$ cat config.mk
export PLATFORM = sky130hd
export DESIGN_NAME = wind_vane_direction_estimator_core
export DESIGN_NICKNAME = d
export VERILOG_FILES = /design/src/rtl/wvde_pkg.sv /design/src/rtl/wind_vane_direction_estimator_core.sv /design/src/rtl/wvde_ram.sv /design/src/rtl/wvde_div.sv /design/src/rtl/wvde_datapath.sv /design/src/rtl/wvde_ctrl.sv
export SDC_FILE = /design/constraint.sdc
export NUM_CORES = 2
export LEC_CHECK = 0
export ABC_CLOCK_PERIOD_IN_PS = 9600
export BUFFER_PORTS_ARGS = -buffer_cell sky130_fd_sc_hd__buf_2
export CAP_MARGIN = 5
export CORE_MARGIN = 5
export CORE_UTILIZATION = 55
export DETAILED_ROUTE_END_ITERATION = 16
export PLACE_DENSITY = 0.75
export SYNTH_ARGS = -nofsm -noshare
export SYNTH_HDL_FRONTEND = slang
export SYNTH_SLANG_ARGS = --single-unit
$ cat constraint.sdc
create_clock -name clk -period 9.6 [get_ports clk]
set_input_delay 0.48 -clock clk [delete_from_list [all_inputs] [get_ports clk]]
set_output_delay 0.48 -clock clk [all_outputs]
set_load 0.02 [all_outputs]
$ cat src/rtl/wvde_pkg.sv
`timescale 1ns / 1ps
`default_nettype none
// ----------------------------------------------------------------------------
// wvde_pkg
// Shared types, widths and codes for the wind vane direction estimator.
// ----------------------------------------------------------------------------
package wvde_pkg;

  localparam int SAMPLE_W   = 12;
  localparam int MV_W       = 16;
  localparam int OHMS_W     = 24;
  localparam int IDX_W      = 4;
  localparam int TENTHS_W   = 12;
  localparam int SUM_W      = 26;
  localparam int CFG_W      = 20;
  localparam int CFG_IDX_W  = 2;
  localparam int RES_W      = 20;
  localparam int SUPPLY_W   = 13;
  localparam int FS_W       = 12;
  localparam int NUM_W      = 39;
  localparam int ENTRIES    = 16;
  localparam int SCNT_W     = 5;
  localparam int PROD_W     = 31;

  localparam int DEF_MAX_SAMPLES = 1024;
  localparam int DEF_DIRECTIONS  = 16;

  localparam logic [14:0]         A1_Q15          = 15'd30218;
  localparam logic [7:0]          TENTHS_PER_STEP = 8'd225;
  localparam logic [MV_W-1:0]     MV_MAX          = 16'hFFFF;
  localparam logic [OHMS_W-1:0]   OHMS_MAX        = 24'hFFFFFF;

  localparam logic [CFG_IDX_W-1:0] CFG_SERIES = 2'd0;
  localparam logic [CFG_IDX_W-1:0] CFG_SUPPLY = 2'd1;
  localparam logic [CFG_IDX_W-1:0] CFG_REF    = 2'd2;
  localparam logic [CFG_IDX_W-1:0] CFG_FS     = 2'd3;

  localparam logic KIND_SAMPLE = 1'b0;
  localparam logic KIND_ENTRY  = 1'b1;

  typedef struct packed {
    logic                kind;
    logic [SAMPLE_W-1:0] sample_code;
    logic                last_sample;
    logic [IDX_W-1:0]    entry_index;
    logic [OHMS_W-1:0]   entry_ohms;
  } in_item_t;

  typedef struct packed {
    logic [MV_W-1:0]     mean_millivolts;
    logic [OHMS_W-1:0]   vane_ohms;
    logic [IDX_W-1:0]    direction_index;
    logic [TENTHS_W-1:0] direction_tenths;
    logic                over_supply;
  } out_item_t;

  typedef struct packed {
    logic tbl_we;
    logic smp_load;
    logic filt_acc;
    logic mean_mul;
    logic div_start;
    logic mean_load;
    logic ohms_mul;
    logic ohms_load;
    logic srch_step;
    logic out_load;
  } cmd_t;

  typedef struct packed {
    logic in_kind;
    logic in_last;
    logic tally_full;
    logic last_q;
    logic tally_zero;
    logic div_done;
    logic over;
    logic srch_done;
    logic out_free;
  } stat_t;

endpackage
`default_nettype wire

$ cat src/rtl/wind_vane_direction_estimator_core.sv
`timescale 1ns / 1ps
`default_nettype none
// ----------------------------------------------------------------------------
// wind_vane_direction_estimator_core
// Batch filter and 16-point resistor-ladder wind vane decoder.
// ----------------------------------------------------------------------------
// A table write is done on acceptance; a sample is a load with the feedback
// multiply, then the filter update and accumulate. The last sample of a batch
// adds the evaluation: the mean-voltage division (start, 39 steps of the
// restoring divider at one bit a cycle, done), the resistance division
// unless the mean reaches the supply, a table search through the registered
// table read and the load steps. A stalled result slot holds the sequencer
// until it frees. The result sits in an output register; a new batch may
// start while it waits.
module wind_vane_direction_estimator_core
  import wvde_pkg::*;
#(
  parameter int MAX_SAMPLES = DEF_MAX_SAMPLES,
  parameter int DIRECTIONS  = DEF_DIRECTIONS
) (
  input  wire logic                 clk,
  input  wire logic                 rst,
  input  wire logic                 cfg_we,
  input  wire logic [CFG_IDX_W-1:0] cfg_index,
  input  wire logic [CFG_W-1:0]     cfg_data,
  input  wire logic                 in_valid,
  output logic                      in_stall,
  input  wire in_item_t             in_data,
  output logic                      out_valid,
  input  wire logic                 out_stall,
  output out_item_t                 out_data
);

  cmd_t  cmd;
  stat_t st;

  wvde_ctrl u_ctrl (
    .clk      (clk),
    .rst      (rst),
    .in_valid (in_valid),
    .in_stall (in_stall),
    .st       (st),
    .cmd      (cmd)
  );

  wvde_datapath #(
    .MAX_SAMPLES (MAX_SAMPLES),
    .DIRECTIONS  (DIRECTIONS)
  ) u_dp (
    .clk       (clk),
    .rst       (rst),
    .cfg_we    (cfg_we),
    .cfg_index (cfg_index),
    .cfg_data  (cfg_data),
    .in_data   (in_data),
    .out_data  (out_data),
    .out_valid (out_valid),
    .out_stall (out_stall),
    .cmd       (cmd),
    .st        (st)
  );

endmodule
`default_nettype wire

$ cat src/rtl/wvde_ram.sv
`timescale 1ns / 1ps
`default_nettype none
// ----------------------------------------------------------------------------
// wvde_ram
// Generic single write port RAM with registered read.
// ----------------------------------------------------------------------------
module wvde_ram #(
  parameter int WIDTH = 24,
  parameter int DEPTH = 16
) (
  input  wire logic                     clk,
  input  wire logic                     we,
  input  wire logic [$clog2(DEPTH)-1:0] waddr,
  input  wire logic [WIDTH-1:0]         wdata,
  input  wire logic [$clog2(DEPTH)-1:0] raddr,
  output logic      [WIDTH-1:0]         rdata
);

  logic [WIDTH-1:0] mem [DEPTH];

  always_ff @(posedge clk) begin
    if (we) begin
      mem[waddr] <= wdata;
    end
    rdata <= mem[raddr];
  end

endmodule
`default_nettype wire

$ cat src/rtl/wvde_div.sv
`timescale 1ns / 1ps
`default_nettype none
// ----------------------------------------------------------------------------
// wvde_div
// Restoring divider, one quotient bit per cycle.
// ----------------------------------------------------------------------------
module wvde_div #(
  parameter int N_W = 39,
  parameter int D_W = 23
) (
  input  wire logic           clk,
  input  wire logic           rst,
  input  wire logic           start,
  input  wire logic [N_W-1:0] num,
  input  wire logic [D_W-1:0] den,
  output logic                done,
  output logic      [N_W-1:0] quot
);

  localparam int CNT_W = $clog2(N_W + 1);

  logic             busy;
  logic [CNT_W-1:0] cnt;
  logic [D_W-1:0]   rem;
  logic [D_W-1:0]   dreg;
  logic [D_W:0]     trial;
  logic             fits;

  always_comb begin
    trial = {rem, quot[N_W-1]};
    fits  = trial >= {1'b0, dreg};
  end

  always_ff @(posedge clk) begin
    if (rst) begin
      busy <= 1'b0;
      done <= 1'b0;
    end else begin
      done <= 1'b0;
      if (start) begin
        busy <= 1'b1;
        cnt  <= CNT_W'(N_W);
        rem  <= '0;
        quot <= num;
        dreg <= den;
      end else if (busy) begin
        if (fits) begin
          rem <= D_W'(trial - {1'b0, dreg});
        end else begin
          rem <= trial[D_W-1:0];
        end
        quot <= {quot[N_W-2:0], fits};
        cnt  <= cnt - 1'b1;
        if (cnt == CNT_W'(1)) begin
          busy <= 1'b0;
          done <= 1'b1;
        end
      end
    end
  end

endmodule
`default_nettype wire

$ cat src/rtl/wvde_datapath.sv
`timescale 1ns / 1ps
`default_nettype none
// ----------------------------------------------------------------------------
// wvde_datapath
// Filter, accumulator, mean and resistance math, table search, output slot.
// ----------------------------------------------------------------------------
module wvde_datapath
  import wvde_pkg::*;
#(
  parameter int MAX_SAMPLES = DEF_MAX_SAMPLES,
  parameter int DIRECTIONS  = DEF_DIRECTIONS
) (
  input  wire logic                 clk,
  input  wire logic                 rst,
  input  wire logic                 cfg_we,
  input  wire logic [CFG_IDX_W-1:0] cfg_index,
  input  wire logic [CFG_W-1:0]     cfg_data,
  input  wire in_item_t             in_data,
  output out_item_t                 out_data,
  output logic                      out_valid,
  input  wire logic                 out_stall,
  input  wire cmd_t                 cmd,
  output stat_t                     st
);

  localparam int TALLY_W = $clog2(MAX_SAMPLES + 1);
  localparam int DEN_W   = FS_W + TALLY_W;

  logic [RES_W-1:0]    r_ohms;
  logic [SUPPLY_W-1:0] supply;
  logic [SUPPLY_W-1:0] refmv;
  logic [FS_W-1:0]     fs;

  logic [SAMPLE_W-1:0] xcur;
  logic [SAMPLE_W-1:0] xprev;
  logic [MV_W-1:0]     yprev;
  logic [SUM_W-1:0]    sum;
  logic [TALLY_W-1:0]  tally;
  logic                last_q;
  logic [PROD_W-1:0]   prod;
  logic [NUM_W-1:0]    num;
  logic [DEN_W-1:0]    den;
  logic [MV_W-1:0]     mv;
  logic                over;
  logic [OHMS_W-1:0]   ohms;
  logic [OHMS_W-1:0]   best;
  logic [IDX_W-1:0]    idx;
  logic [SCNT_W-1:0]   scnt;

  logic [SAMPLE_W:0]   xsum;
  logic signed [32:0]  acc;
  logic [17:0]         yraw;
  logic [MV_W-1:0]     y;
  logic [FS_W-1:0]     fs_eff;
  logic [MV_W-1:0]     mv_sat;
  logic [OHMS_W-1:0]   ohms_sat;
  logic [OHMS_W-1:0]   entry;
  logic [OHMS_W-1:0]   delta;
  logic [SUPPLY_W-1:0] headroom;
  logic [RES_W+MV_W-1:0] ohms_prod;
  logic                div_done;
  logic [NUM_W-1:0]    quot;

  wvde_ram #(.WIDTH(OHMS_W), .DEPTH(ENTRIES)) u_table (
    .clk   (clk),
    .we    (cmd.tbl_we),
    .waddr (in_data.entry_index),
    .wdata (in_data.entry_ohms),
    .raddr (scnt[IDX_W-1:0]),
    .rdata (entry)
  );

  wvde_div #(.N_W(NUM_W), .D_W(DEN_W)) u_div (
    .clk   (clk),
    .rst   (rst),
    .start (cmd.div_start),
    .num   (num),
    .den   (den),
    .done  (div_done),
    .quot  (quot)
  );

  always_comb begin
    xsum     = {1'b0, xcur} + {1'b0, xprev};
    acc      = $signed({5'b0, xsum, 15'b0}) - $signed({2'b0, prod});
    yraw     = acc[32:15];
    if (acc <= 0) begin
      y = '0;
    end else if (yraw > {2'b0, MV_MAX}) begin
      y = MV_MAX;
    end else begin
      y = yraw[MV_W-1:0];
    end
    fs_eff   = (fs == '0) ? FS_W'(1) : fs;
    mv_sat   = (quot > NUM_W'(MV_MAX)) ? MV_MAX : quot[MV_W-1:0];
    ohms_sat = (quot > NUM_W'(OHMS_MAX)) ? OHMS_MAX : quot[OHMS_W-1:0];
    delta    = (ohms >= entry) ? ohms - entry : entry - ohms;
    headroom = supply - mv[SUPPLY_W-1:0];
    ohms_prod = r_ohms * mv;
  end

  always_ff @(posedge clk) begin
    if (rst) begin
      r_ohms <= RES_W'(10000);
      supply <= SUPPLY_W'(3300);
      refmv  <= SUPPLY_W'(3300);
      fs     <= FS_W'(4095);
    end else if (cfg_we) begin
      case (cfg_index)
        CFG_SERIES: r_ohms <= cfg_data[RES_W-1:0];
        CFG_SUPPLY: supply <= cfg_data[SUPPLY_W-1:0];
        CFG_REF:    refmv  <= cfg_data[SUPPLY_W-1:0];
        CFG_FS:     fs     <= cfg_data[FS_W-1:0];
        default:    ;
      endcase
    end
  end

  // batch state: cleared at reset and when a result is loaded
  always_ff @(posedge clk) begin
    if (rst || cmd.out_load) begin
      xprev <= '0;
      yprev <= '0;
      sum   <= '0;
      tally <= '0;
    end else if (cmd.filt_acc) begin
      xprev <= xcur;
      yprev <= y;
      sum   <= sum + SUM_W'(y);
      tally <= tally + 1'b1;
    end
  end

  always_ff @(posedge clk) begin
    if (cmd.smp_load) begin
      xcur   <= in_data.sample_code;
      last_q <= in_data.last_sample;
      prod   <= A1_Q15 * yprev;
    end
    if (cmd.mean_mul) begin
      num <= refmv * sum;
      den <= fs_eff * tally;
    end
    if (cmd.mean_load) begin
      mv   <= st.tally_zero ? '0 : mv_sat;
      over <= (st.tally_zero ? '0 : mv_sat) >= MV_W'(supply);
      ohms <= OHMS_MAX;
      idx  <= '0;
    end
    if (cmd.ohms_mul) begin
      num <= NUM_W'(ohms_prod);
      den <= DEN_W'(headroom);
    end
    if (cmd.ohms_load) begin
      ohms <= ohms_sat;
      scnt <= '0;
    end
    if (cmd.srch_step) begin
      scnt <= scnt + 1'b1;
      // entry read last cycle belongs to index scnt-1
      if (scnt != '0 && (scnt == SCNT_W'(1) || delta < best)) begin
        best <= delta;
        idx  <= IDX_W'(scnt - 1'b1);
      end
    end
  end

  always_ff @(posedge clk) begin
    if (rst) begin
      out_valid <= 1'b0;
    end else if (cmd.out_load) begin
      out_valid <= 1'b1;
    end else if (!out_stall) begin
      out_valid <= 1'b0;
    end
  end

  always_ff @(posedge clk) begin
    if (cmd.out_load) begin
      out_data.mean_millivolts  <= mv;
      out_data.vane_ohms        <= ohms;
      out_data.direction_index  <= idx;
      out_data.direction_tenths <= idx * TENTHS_PER_STEP;
      out_data.over_supply      <= over;
    end
  end

  always_comb begin
    st.in_kind    = in_data.kind;
    st.in_last    = in_data.last_sample;
    st.tally_full = tally == TALLY_W'(MAX_SAMPLES);
    st.last_q     = last_q;
    st.tally_zero = tally == '0;
    st.div_done   = div_done;
    st.over       = over;
    st.srch_done  = scnt == SCNT_W'(DIRECTIONS);
    st.out_free   = !out_valid || !out_stall;
  end

endmodule
`default_nettype wire

$ cat src/rtl/wvde_ctrl.sv
`timescale 1ns / 1ps
`default_nettype none
// ----------------------------------------------------------------------------
// wvde_ctrl
// Sequencer for sample filtering and end-of-batch evaluation.
// ----------------------------------------------------------------------------
module wvde_ctrl
  import wvde_pkg::*;
(
  input  wire logic  clk,
  input  wire logic  rst,
  input  wire logic  in_valid,
  output logic       in_stall,
  input  wire stat_t st,
  output cmd_t       cmd
);

  localparam logic [3:0] S_IDLE      = 4'd0;
  localparam logic [3:0] S_FACC      = 4'd1;
  localparam logic [3:0] S_MMUL      = 4'd2;
  localparam logic [3:0] S_MDIV_GO   = 4'd3;
  localparam logic [3:0] S_MDIV_WAIT = 4'd4;
  localparam logic [3:0] S_MEAN      = 4'd5;
  localparam logic [3:0] S_OMUL      = 4'd6;
  localparam logic [3:0] S_ODIV_GO   = 4'd7;
  localparam logic [3:0] S_ODIV_WAIT = 4'd8;
  localparam logic [3:0] S_OHMS      = 4'd9;
  localparam logic [3:0] S_SRCH      = 4'd10;
  localparam logic [3:0] S_DONE      = 4'd11;

  logic [3:0] state;
  logic [3:0] state_next;
  logic       accept;

  assign in_stall = state != S_IDLE;
  assign accept   = in_valid && !in_stall;

  always_comb begin
    state_next = state;
    cmd        = '0;
    case (state)
      S_IDLE: begin
        if (accept) begin
          if (st.in_kind == KIND_ENTRY) begin
            cmd.tbl_we = 1'b1;
          end else if (!st.tally_full) begin
            cmd.smp_load = 1'b1;
            state_next   = S_FACC;
          end else if (st.in_last) begin
            // drop the sample but still close the batch
            state_next = S_MMUL;
          end
        end
      end
      S_FACC: begin
        cmd.filt_acc = 1'b1;
        state_next   = st.last_q ? S_MMUL : S_IDLE;
      end
      S_MMUL: begin
        cmd.mean_mul = 1'b1;
        state_next   = st.tally_zero ? S_MEAN : S_MDIV_GO;
      end
      S_MDIV_GO: begin
        cmd.div_start = 1'b1;
        state_next    = S_MDIV_WAIT;
      end
      S_MDIV_WAIT: begin
        if (st.div_done) begin
          state_next = S_MEAN;
        end
      end
      S_MEAN: begin
        cmd.mean_load = 1'b1;
        state_next    = S_OMUL;
      end
      S_OMUL: begin
        if (st.over) begin
          state_next = S_DONE;
        end else begin
          cmd.ohms_mul = 1'b1;
          state_next   = S_ODIV_GO;
        end
      end
      S_ODIV_GO: begin
        cmd.div_start = 1'b1;
        state_next    = S_ODIV_WAIT;
      end
      S_ODIV_WAIT: begin
        if (st.div_done) begin
          state_next = S_OHMS;
        end
      end
      S_OHMS: begin
        cmd.ohms_load = 1'b1;
        state_next    = S_SRCH;
      end
      S_SRCH: begin
        cmd.srch_step = 1'b1;
        if (st.srch_done) begin
          state_next = S_DONE;
        end
      end
      S_DONE: begin
        if (st.out_free) begin
          cmd.out_load = 1'b1;
          state_next   = S_IDLE;
        end
      end
      default: state_next = S_IDLE;
    endcase
  end

  always_ff @(posedge clk) begin
    if (rst) begin
      state <= S_IDLE;
    end else begin
      state <= state_next;
    end
  end

  a_start_pulse: assert property (@(posedge clk) disable iff (rst)
    cmd.div_start |=> !cmd.div_start)
    else $error("divider start held for more than one cycle");

  a_done_to_idle: assert property (@(posedge clk) disable iff (rst)
    (state == S_DONE && st.out_free) |=> state == S_IDLE)
    else $error("result slot free but sequencer did not return to idle");

  a_load_single: assert property (@(posedge clk) disable iff (rst)
    cmd.out_load |=> !cmd.out_load)
    else $error("result loaded twice for one batch");

endmodule
`default_nettype wire
==> summary.md <==
| Metric | Value |
|---|---|
| Total global routing overflow | 0 |
| ANT nets after route | 0 |
| Clock sinks | between 800 and 900 |
| Via count | between 40k and 50k |
| Critical path, cell by cell | nand2_1 > fa_1 > inv_1 > fa_1 > inv_1 > fa_1 > inv_1 > fa_1 > inv_1 > fa_1 > inv_1 > fa_1 > ha_1 > a21o_1 > a21oi_1 > nor2b_1 > a2111oi_4 > o21ai_1 > a311o_1 > a21oi_2 > o21ai_1 > xnor2_1 > a21oi_1 |
| Routed WL per cell | roughly 21 um |
| Setup TNS | 0 ps |
| Peak Freq | 137.7 MHz |
| Arr. time, crit path | around 7700 ps |
| PwrDens | ~140 nW/um2 |
| Worst Max-Slew Pin Slew | approximately 1100 ps |
| Yosys reg bits | between 800 and 900 |
| Final period demand of the worst path | approximately 7300 ps |
| Final Util | 0.5980 |
| Layout area overhead | 8.279% |
| End point of the critical path | u_dp.num[33] |
| Post-synthesis cell type count | between 90 and 100 |
| GRT Total Usage | 0.2658 |
| Top cell type's share of synthesized area | 0.3077 |
| CP Launch Point | u_dp.mv[6] |
| Syn Std Cell Area | ~67000 um2 |
| Mean Syn Cell Area | approximately 11 um2 |
| Most frequent cell on the critical path | fa_1 |
| Worst path required time | around 10000 ps |
| Die height | between 300 and 400 um |
| Sequential share of the synthesized area | 0.3587 |
| Share of cells above drive strength 1 | 0.08512 |
| Die area | between 100000 and 150000 um2 |
| Clk slew on worst S/H paths | roughly 60 ps |
| Async SR Flop Fraction | 0 |
| Std-Cell Rows | roughly 130 |
| Initial antenna violation count | 16 |
| Post-CTS resize count | 0 |
| Max VDD drop | between 0.00015 and 0.0002 V |
| Detailed Place HPWL | between 100000 and 150000 um |
| Leakage | approximately 33 nW |
| Initial DRC count | roughly 4k |
| Top cells by area, synth | edfxtp_1 31%, fa_1 20%, ha_1 10% |
| Worst min-delay path class | input port to register |
| Drt first pass iters | 5 |
| Most common flop cell mapped by yosys | edfxtp_1 |
| Die W | around 360 um |
| Num CTS Buffers | between 90 and 100 |
| Placed insts | slightly below 8k |
| CTS Root Cell | clkbuf_16 |
| Routed wire length | 170800 um |
| Clock Skew | 59.30 ps |
| Core area | approximately 120000 um2 |
| Nature of the critical path endpoint | register |
| Worst R2R Start | u_dp.mv[6] |
| RSZ-0062 raised after global routing | no |
| Critical-path maximum fanout | 22 |
| Fin cells | around 8k |
| Routability Congestion | 0.9449 |
| Max-cap violations | 0 |
| CTS tree | built |
| DRC viols | 0 |
| Number of flops mapped to enable cells by yosys | 688 |
| Clock Tree Buf Depth | 3 |
| Setup violators final | 0 |
| Buffers on Ports | approximately 130 |
| FF-to-FF End | u_dp.num[33] |
| Critical path type | register to register |
| Slowest cell delay on critical path | between 900 and 1000 ps |
| FILL cells | 9663 |
| Reg2Reg Depth | 23 |
| Ys Warns | 0 |
| Vias/cell | around 5.8 |
| CP startpoint kind | register |
| Worst relative slew slack | 0.2478 |
| Slew Limit Fails | 0 |
| Final period utilization | 0.7566 |
| Status | finished, final reports clean |
| Vias in the first global route | roughly 47k |
| Starting Density | 0.5523 |
| Crit-path slowest cell | edfxtp_1 |
| Worst skew pair latency | around 740 ps |
| Largest net degree at the start of global routing | between 60 and 70 |
| First-pass GRT wire length | approximately 270000 um |
| Hold Vio Cnt, Final | 0 |
| Final nets | 7530 |
| Cells after Synth | just over 6k |
| Yosys top cell by area | edfxtp_1 |
| H-tree depth reported by CTS | 3 |
| Reg2Reg Setup Slack | approximately 2300 ps |
| Num ports | 128 |
kinds of logic (layout without fill, tap and decap cells):
group,Yosys count,after routing,synth area share
and+or+nand+nor,1867,1867,0.1276
adders and majority gates,1206,1206,0.2993
buffers and inverters,1156,1255,0.06587
DFF,859,859,0.3587
AOI/OAI and AO/OA,778,778,0.07569
xor gates and xnor gates,213,213,0.02779
muxes,150,150,0.04505
other,1,12,0.00005586
registers in the layout (all words and copies together), names as in the netlist, 24 cells and up:
signal / cells
u_dp.u_table.mem: 384
u_dp.out_data: 51
u_dp.num: 39
u_dp.u_div.quot: 39
u_dp.prod: 30
u_dp.sum: 26
u_dp.best: 24
u_dp.ohms: 24
u_dp.u_table.rdata: 24
critical path, delay by kind of cell, from the launching register on:
family                     cells  cell delay [ps]
buffers and inverters          5              290
and+or+nand+nor                2              260
DFF                            1              920
adders and majority gates      7             3510
AOI/OAI and AO/OA              8             1870
xor gates and xnor gates       1              150
cells in the mapped netlist, types with 24 or more instances:
| library cell | count |
|---|---|
| edfxtp_1 | 688 |
| or3_1 | 24 |
| nand3_1 | 42 |
| a211oi_1 | 29 |
| inv_1 | 872 |
| o21ai_0 | 130 |
| nor2b_1 | 41 |
| xnor2_1 | 124 |
| dfxtp_1 | 171 |
| a21oi_1 | 267 |
| nand3b_1 | 27 |
| and2_1 | 281 |
| xor2_1 | 89 |
| a21o_1 | 125 |
| fa_1 | 666 |
| nor2_1 | 274 |
| o21a_1 | 28 |
| nand2_1 | 957 |
| mux4_2 | 120 |
| mux2i_1 | 25 |
| clkbuf_1 | 235 |
| nor3_1 | 60 |
| nand2b_1 | 60 |
| o21bai_1 | 33 |
| ha_1 | 540 |
power by group:
group / switching (mW) / internal [mW] / leakage [nW]
combinational: 1.41 / 0.835 / 23.7
sequential: 0.101 / 4.10 / 7.67
clock: 1.62 / 2.18 / 1.57
layout by cell type, fill, tap and decap left out, types with 14 or more instances in the layout:
cell	Yosys	final
buf_2	18	126
nor2b_1	41	41
clkinv_2	0	17
clkbuf_1	235	19
and3_1	20	19
nor4_1	21	20
nor2_2	1	14
and2_1	281	279
o21ai_0	130	130
nand4_1	23	23
clkbuf_16	0	95
dlygate4sd3_1	0	19
fa_1	666	666
buf_4	8	64
nand2_1	957	957
xnor2_1	124	124
nand2b_1	60	60
edfxtp_1	688	688
o21a_1	28	28
nor2_1	274	260
a21o_1	125	125
xor2_1	89	89
a31oi_1	18	18
a21oi_1	267	266
nand3b_1	27	27
dfxtp_1	171	171
o21bai_1	33	33
or3_1	24	24
inv_1	872	871
ha_1	540	540
mux2i_1	25	25
mux4_2	120	120
a211oi_1	29	29
nor3_1	60	56
nand3_1	42	42
routing by layer:
metal | part of all wire | GRT usage | wire [um] | vias to the layer above
met5 | 0.00015 | 0 | 26 | -
met4 | 0.041 | 0.1038 | 7041 | 4
met3 | 0.084 | 0.04476 | 14350 | 324
met2 | 0.47 | 0.4267 | 80150 | 1904
met1 | 0.41 | 0.3651 | 69250 | 22943
li1 | - | - | - | 20667
how the worst min path moves through the flow:
stage / start / depth (start not counted) / end
after floorplan: u_dp.den[0] / 0 / u_dp.u_div.dreg[0]
after global placement: u_dp.den[12] / 0 / u_dp.u_div.dreg[12]
after detailed placement: u_dp.den[9] / 0 / u_dp.u_div.dreg[9]
after CTS: in_data[28] / 1 / u_dp.last_q
after global routing: in_data[28] / 1 / u_dp.last_q
final: in_data[28] / 1 / u_dp.last_q
layout make-up:
cell class | count | area [um2] | share of cell area
multi-input combinational | 4218 | 38730 | 0.5328
sequential | 859 | 24080 | 0.3313
inverter | 873 | 3277 | 0.04508
clock buffer | 118 | 2504 | 0.03444
tap | 1625 | 2033 | 0.02797
timing repair buffer | 209 | 1301 | 0.01790
clock inverter | 55 | 742.0 | 0.01021
antenna | 8 | 20.02 | 0.0002754
per-stage QoR:
step | setup WS, ps | hold WS (ps) | cell area, um2 | power [mW]
after floorplan | 3222 | 400.3 | 67140 | 5.763
after CTS | 2394 | 30.57 | 72670 | 10.26
after global routing | 1982 | 63.03 | 72680 | 10.71
after global placement | 2473 | 405.0 | 69230 | 6.410
after detailed placement | 2431 | 409.0 | 69230 | 6.457
final | 2337 | 81.40 | 72690 | 10.25
repair_timing:
item,CTS,global route
endpoints found under the hold margin,19,0
setup buffers,0,0
hold buffers,19,0
endpoints found under the setup margin,0,0
Power figures use the tool's default switching activity.
